File: src/sv/edge_coverage_bitmap_unit_assert.svh
// ----------------------------------------------------------------------------
// Edge coverage bitmap unit assertion macros
// Concurrent assertion wrappers clocked on clk and disabled during reset.
// In synthesis builds the macros expand to nothing.
// ----------------------------------------------------------------------------
`ifndef EDGE_COVERAGE_BITMAP_UNIT_ASSERT_SVH
`define EDGE_COVERAGE_BITMAP_UNIT_ASSERT_SVH
`ifndef SYNTHESIS
// Checks a property on every rising clock edge outside reset.
`define ECB_ASSERT(lbl, prop, msg) \
    lbl: assert property (@(posedge clk) disable iff (!rst_n) prop) \
        else $error(msg);
// Checks that a condition never holds outside reset.
`define ECB_NEVER(lbl, cond, msg) \
    lbl: assert property (@(posedge clk) disable iff (!rst_n) !(cond)) \
        else $error(msg);
`else
`define ECB_ASSERT(lbl, prop, msg)
`define ECB_NEVER(lbl, cond, msg)
`endif
`endif

File: src/sv/ecb_pkg.sv
// ----------------------------------------------------------------------------
// Edge coverage bitmap package
// Field widths, command codes, hash shifts and controller/datapath structs.
// ----------------------------------------------------------------------------
`default_nettype none

package ecb_pkg;

    // Item field widths.
    localparam int CMD_W   = 2;
    localparam int ADDR_W  = 64;
    localparam int ENTRY_W = 16;
    localparam int COUNT_W = 8;

    // Default counter table depth.
    localparam int DEFAULT_ENTRIES = 65536;

    // Location hash shifts.
    localparam int HASH_SHIFT_R = 4;
    localparam int HASH_SHIFT_L = 8;

    // Command codes.
    localparam logic [CMD_W-1:0] CMD_RECORD = 2'd0;
    localparam logic [CMD_W-1:0] CMD_READ   = 2'd1;
    localparam logic [CMD_W-1:0] CMD_CLEAR  = 2'd2;
    localparam logic [CMD_W-1:0] CMD_START  = 2'd3;

    // Commands from the controller to the datapath.
    typedef struct packed {
        logic accept;    // capture the incoming item
        logic fetch;     // read the counter table at the captured index
        logic commit;    // write back and load the result register
        logic sweep_wr;  // clear one table entry after reset
    } ecb_ctrl_t;

    // Status from the datapath to the controller.
    typedef struct packed {
        logic sweep_last;  // the clearing sweep is at the last entry
    } ecb_stat_t;

endpackage

`default_nettype wire

File: src/sv/ecb_controller.sv
// ----------------------------------------------------------------------------
// Edge coverage bitmap controller
// Sequences the clearing sweep after reset and the read-modify-write of each
// item, and owns the result valid flag.
// ----------------------------------------------------------------------------
`default_nettype none
`include "edge_coverage_bitmap_unit_assert.svh"

module ecb_controller (
    input  wire logic               clk,
    input  wire logic               rst_n,
    input  wire logic               in_valid,
    output logic                    in_ready,
    output logic                    out_valid,
    input  wire logic               out_ready,
    input  wire ecb_pkg::ecb_stat_t stat,
    output ecb_pkg::ecb_ctrl_t      ctrl
);
    import ecb_pkg::*;

    localparam logic [1:0] ST_SWEEP  = 2'd0;
    localparam logic [1:0] ST_IDLE   = 2'd1;
    localparam logic [1:0] ST_FETCH  = 2'd2;
    localparam logic [1:0] ST_UPDATE = 2'd3;

    logic [1:0] state_reg, state_next;
    logic       out_valid_reg, out_valid_next;
    logic       slot_free;

    // The result register can take a new item when empty or being drained.
    assign slot_free = !out_valid_reg || out_ready;

    // Next state and commands.
    always_comb
    begin
        state_next    = state_reg;
        ctrl          = '0;
        in_ready      = 1'b0;
        unique case (state_reg)
            ST_SWEEP:
            begin
                ctrl.sweep_wr = 1'b1;
                if (stat.sweep_last)
                begin
                    state_next = ST_IDLE;
                end
            end
            ST_IDLE:
            begin
                in_ready    = 1'b1;
                ctrl.accept = in_valid;
                if (in_valid)
                begin
                    state_next = ST_FETCH;
                end
            end
            ST_FETCH:
            begin
                ctrl.fetch = 1'b1;
                state_next = ST_UPDATE;
            end
            ST_UPDATE:
            begin
                ctrl.commit = slot_free;
                if (slot_free)
                begin
                    state_next = ST_IDLE;
                end
            end
            default:
            begin
                state_next = ST_SWEEP;
            end
        endcase
    end

    // Result valid flag.
    always_comb
    begin
        priority if (ctrl.commit)
        begin
            out_valid_next = 1'b1;
        end
        else if (out_ready)
        begin
            out_valid_next = 1'b0;
        end
        else
        begin
            out_valid_next = out_valid_reg;
        end
    end

    always_ff @(posedge clk or negedge rst_n)
    begin
        if (!rst_n)
        begin
            state_reg     <= ST_SWEEP;
            out_valid_reg <= 1'b0;
        end
        else
        begin
            state_reg     <= state_next;
            out_valid_reg <= out_valid_next;
        end
    end

    assign out_valid = out_valid_reg;

    // At most one command is issued per cycle.
    `ECB_ASSERT(a_one_command, $onehot0({ctrl.accept, ctrl.fetch, ctrl.commit, ctrl.sweep_wr}), "more than one command in a cycle")
    // A result is never loaded over one that the receiver has not taken.
    `ECB_NEVER(a_no_overwrite, ctrl.commit && out_valid_reg && !out_ready, "result overwritten")
    // Only one item is in flight: an accept is followed by a cycle without ready.
    `ECB_ASSERT(a_single_item, ctrl.accept |=> !in_ready, "item accepted while busy")
    // The sweep ends after its last entry and hands over to idle.
    `ECB_ASSERT(a_sweep_end, (ctrl.sweep_wr && stat.sweep_last) |=> (state_reg == ST_IDLE), "sweep did not end")

endmodule

`default_nettype wire

File: config.mk
export PLATFORM = sky130hd
export DESIGN_NAME = ecb_controller
export DESIGN_NICKNAME = d
export VERILOG_FILES = /design/src/sv/ecb_pkg.sv /design/src/sv/ecb_controller.sv
export VERILOG_INCLUDE_DIRS = /design/src /design/src/sv
export SDC_FILE = /design/constraint.sdc
export NUM_CORES = 1
export LEC_CHECK = 0
export BUFFER_PORTS_ARGS = -buffer_cell sky130_fd_sc_hd__buf_2
export CORE_AREA = 2 2 39 41
export CTS_CLUSTER_SIZE = 30
export DETAILED_ROUTE_END_ITERATION = 8
export DIE_AREA = 0 0 41 43
export PLACE_DENSITY_LB_ADDON = 0.3
export SLEW_MARGIN = 30
export SYNTH_ARGS = -nofsm -noshare
export SYNTH_HDL_FRONTEND = slang
export SYNTH_SLANG_ARGS = --single-unit
File: constraint.sdc
create_clock -name clk -period 2.2 [get_ports clk]
set_clock_uncertainty 0.2 [all_clocks]
set_input_delay 0.44 -clock clk [delete_from_list [all_inputs] [get_ports clk]]
set_output_delay 0.44 -clock clk [all_outputs]
set_load 0.005 [all_outputs]
; ---- Yosys cells after proc, flatten, opt, wreduce, memory -nomap -nowiden
; Index checks and enable logic that the tools add are counted.
; Widths: inputs -> output; s select.
[totals]
ff_bits = 3
input_bits = 5
output_inout_bits = 6
[classes]
n_eq_ne = 6
n_mux = 11
n_reduce_logical = 5
[ops]
columns = cell, n
row1 = $pmux 2 s4, 1
row2 = $mux 1, 7
row3 = $mux 2, 3
row4 = $ne 2x2->1 const B, 3
row5 = $eq 2x2->1 const B, 2
row6 = $reduce_and 3->1, 1
row7 = $eq 2x1->1 const B, 1
row8 = $logic_not 2->1, 1
row9 = $reduce_bool 2->1, 1
row10 = $logic_not 1->1, 1
row11 = $logic_or 1x1->1, 1

; ---- Depth between registers and ports, before layout
[depth]
ltp_word = 4
ltp_mapped = 5
mapped_depth_nobuf = 5

; ---- Worst setup path after synthesis
; OpenSTA, ideal clock, no wires.
[synth_path]
kind = reg2reg
startpoint = register state_reg[1]
endpoint = register state_reg[1]
setup_time_ps = 128
t_arrival_ps = 1252
required_ps = 1872
slack_ps = 620
stages_incl_launch_ff = 6
synth_period_minus_slack_ps = 1580
cell_sequence = dfrtp_1 > inv_1 > ha_1 > inv_1 > o221ai_2 > mux2_1
[synth_between]
elab_chain_cells = 3
elab_cells_between_ends = 9
cone_classes = eq/ne: 6 / mux: 1 / reduce/logical: 2
[synth_rtl]
columns = element, line_no
row1 = from (decl), ecb_controller.sv:26  ; logic [1:0] state_reg, state_next;
row2 = from (signal assigned), ecb_controller.sv:103  ; state_reg <= state_next;
row3 = "$eq 2x2->1, or another cell as far along", ecb_controller.sv:39  ; unique case (state_reg)
row4 = $ne 2x2->1 (no source line), -
row5 = $reduce_and 3->1 (no source line), -
; Several ways; a longest one is shown, not always the timed one.
; A chain may end at the register's enable or synchronous reset.

==> results.cfg <==
[sta]
max_freq_ghz = 0.555
final_period_minus_worst_setup_slack_ps = 1800
final_critical_path_setup_slack_ps = 399
max_slew.worst_pin.slew_ps = 210
max_slew_violations = 0
final_min_period_over_clock_period_pct = 81.9
max_slew_margin_pct = 86.0
timing.final.hold_violations = 0
report.final.setup_viol = 0
setup-tns-final_ps = 0
grt_setup_unrepaired = false

[detailed_routing]
vias = 176
drt_pass1_iterations = 1
routed_vias_inst = 3.45
detail_route.drc_violations = 0
detail-route-antenna-nets = 0
detailedRoute.firstIterationViolations = 0
detail_route.wirelength_um = 412
wl_per_cell_um = 8.08

[power]
power_density_nw_per_um2 = 1270
peakVddDrop_mv = 0.218
leakagePower_uw = 0.000185

[logic_synthesis]
synth.most_common_cell = sky130_fd_sc_hd__ha_1
part_of_the_yosys_area_used_for_sequential_elements_pct = 32.3
synth_cell_type_count = 11
ys.warnings.count = 0
synth_top_area_cell = sky130_fd_sc_hd__dfrtp_1
post_synth_inst_count = 21
netlist_area_um2 = 233
syn-mean-instance-area_um2 = 11.1
ys_top_cells_by_count = sky130_fd_sc_hd__ha_1 (5), sky130_fd_sc_hd__inv_1 (4), sky130_fd_sc_hd__dfrtp_1 (3), sky130_fd_sc_hd__and2_1 (2)
mappedNetlistNets = 31
synthTopCellsByArea = sky130_fd_sc_hd__dfrtp_1 (32%), sky130_fd_sc_hd__ha_1 (27%), sky130_fd_sc_hd__inv_1 (6.5%), sky130_fd_sc_hd__o221ai_2 (6.5%), sky130_fd_sc_hd__nand2b_4 (5.9%)
share_of_yosys_cell_area_claimed_by_the_top_area_cell_type_pct = 32.3
asyncSetResetFlopFracSynth_pct = 100
synth_flop_cell = sky130_fd_sc_hd__dfrtp_1
number_of_synthesized_flops_with_an_enable_pin = 0
yosys_register_bits = 3

[die]
vertical_die_dimension_um = 43
initial_utilization_pct = 16.8
dieArea_um2 = 1760
chipWidth_um = 41
top_level_ports = 11
num_rows = 14
core_um2 = 1380

[clocking]
clock_latency_ps = 240
cts_buffers = 3
clock-root-buffer = sky130_fd_sc_hd__clkbuf_4
cts_tree = yes
htree_num_levels = 1
clk_sink_count = 3
postCtsSetupRepairBufs = 0
clock_path_buffers = 2
path_clk_slew_ps = 40

[setup_path]
setup.worst_path.class = reg2out
crit_path_start_kind = register
cp_max_fo = 4
r2r_cells = 5
worstPathArrival_ps = 1160
critPathCaptureType = output port
timing.critical_path.required_ps = 1560

[layout]
fraction_of_final_layout_cells_with_drive_strength_greater_than_1_pct = 42.9
final_core_util_pct = 24.0
nNetsFinal = 46
largest_reg_flops = 2
area_delta_synth_final_pct = 42.5
n_antenna_cell = 0
fillerInstances = 154
final_cell_area_um2 = 332
multi_input_comb_area_um2 = 135
register_area_um2 = 75.1

[run]
maxCapViolCount = 0

[grt]
grt.total_usage_pct = 6.34
grt_antenna_before_repair = 0
grt-ovfl-total = 0
grt_first_pass_wirelength_um = 614
first_global_vias = 168
grt_start_max_net_pins = 5

[placed_design]
dpl_cell_area_um2 = 295
globalplace.congestion = 0.588
detailedPlace.worstSlack_ps = 546
portBuffers = 10
dpl.hpwl_um = 352

[hold_path]
min_delay_path_depth = 3
min_path_type = in2reg

[status]
run_status = finished, final reports clean
==> report_power, final <==
part           internal [uW]  leakage (uW)  switching (uW)
combinational            107      0.000136             101
clock                   68.1     0.0000150            30.7
sequential              85.2     0.0000341            28.9
total                    260      0.000185             161
==> layout by cell type (no fill, tap or decap) <==
| master | n |
|---|---|
| sky130_fd_sc_hd__clkbuf_4 | 3 |
| sky130_fd_sc_hd__inv_1 | 4 |
| sky130_fd_sc_hd__dlygate4sd3_1 | 1 |
| sky130_fd_sc_hd__o221ai_2 | 1 |
| sky130_fd_sc_hd__nand2b_1 | 1 |
| sky130_fd_sc_hd__mux2i_1 | 1 |
| sky130_fd_sc_hd__ha_1 | 5 |
| sky130_fd_sc_hd__buf_2 | 10 |
| sky130_fd_sc_hd__mux2_1 | 1 |
| sky130_fd_sc_hd__dfrtp_1 | 3 |
| sky130_fd_sc_hd__and2_1 | 2 |
| sky130_fd_sc_hd__nand2b_4 | 1 |
| sky130_fd_sc_hd__nand2_1 | 1 |
| sky130_fd_sc_hd__clkbuf_1 | 1 |
==> cell families after synthesis <==
logic type / share of synthesized area (%)
simple gates: 15.6
flops: 32.3
buf+inv: 9.68
compound gates: 6.45
fa+ha+maj: 26.9
mux: 9.14
==> metal layers <==
metal	track usage (%)	wire, um
met2	9.38	249
met5	0	0
met3	3.14	21
met4	10.0	15
met1	3.88	125
==> worst max-delay path: stages, from the launching register on <==
cell and delay (ps):
sky130_fd_sc_hd__dfrtp_1 380, sky130_fd_sc_hd__inv_1 90, sky130_fd_sc_hd__ha_1 200, sky130_fd_sc_hd__and2_1 130, sky130_fd_sc_hd__buf_2 120
==> final timing paths <==
kind | startpoint | end | slack, ps
setup / recovery | state_reg[1]$_DFFE_PN0P_ | ctrl[3] | 400
setup reg to reg | state_reg[1]$_DFFE_PN0P_ | state_reg[1]$_DFFE_PN0P_ | 570
min in group asynchronous | rst_n | state_reg[0]$_DFFE_PN0P_ | 330
max in group asynchronous | rst_n | out_valid$_DFFE_PN0P_ | 1360
hold reg to reg | out_valid$_DFFE_PN0P_ | out_valid$_DFFE_PN0P_ | 350
hold / removal | out_ready | out_valid$_DFFE_PN0P_ | 300
==> through the flow <==
| stage | cells | power [uW] | hold WS, ps |
|---|---|---|---|
| 2_1_floorplan | 21 | 265 | -55.6 |
| 3_3_place_gp | 46 | 335 | 37.2 |
| 3_5_place_dp | 46 | 331 | 40.9 |
| 4_1_cts | 51 | 435 | 304 |
| 5_1_grt | 51 | 466 | 330 |
| 6_report | 51 | 421 | 302 |
==> cell type report <==
cell class	instances	area share, %
clock buffers	4	7.92
inverters	4	4.53
multi-input cells	13	40.8
flip-flops and latches	3	22.6
well taps	16	6.04
repair buffers	11	18.1
==> timing repair <==
item	in CTS	in global routing
endpoints found under the hold margin	3	0
gates resized for setup	0	0
hold buffers	1	0
Power figures use the tool's default switching activity.
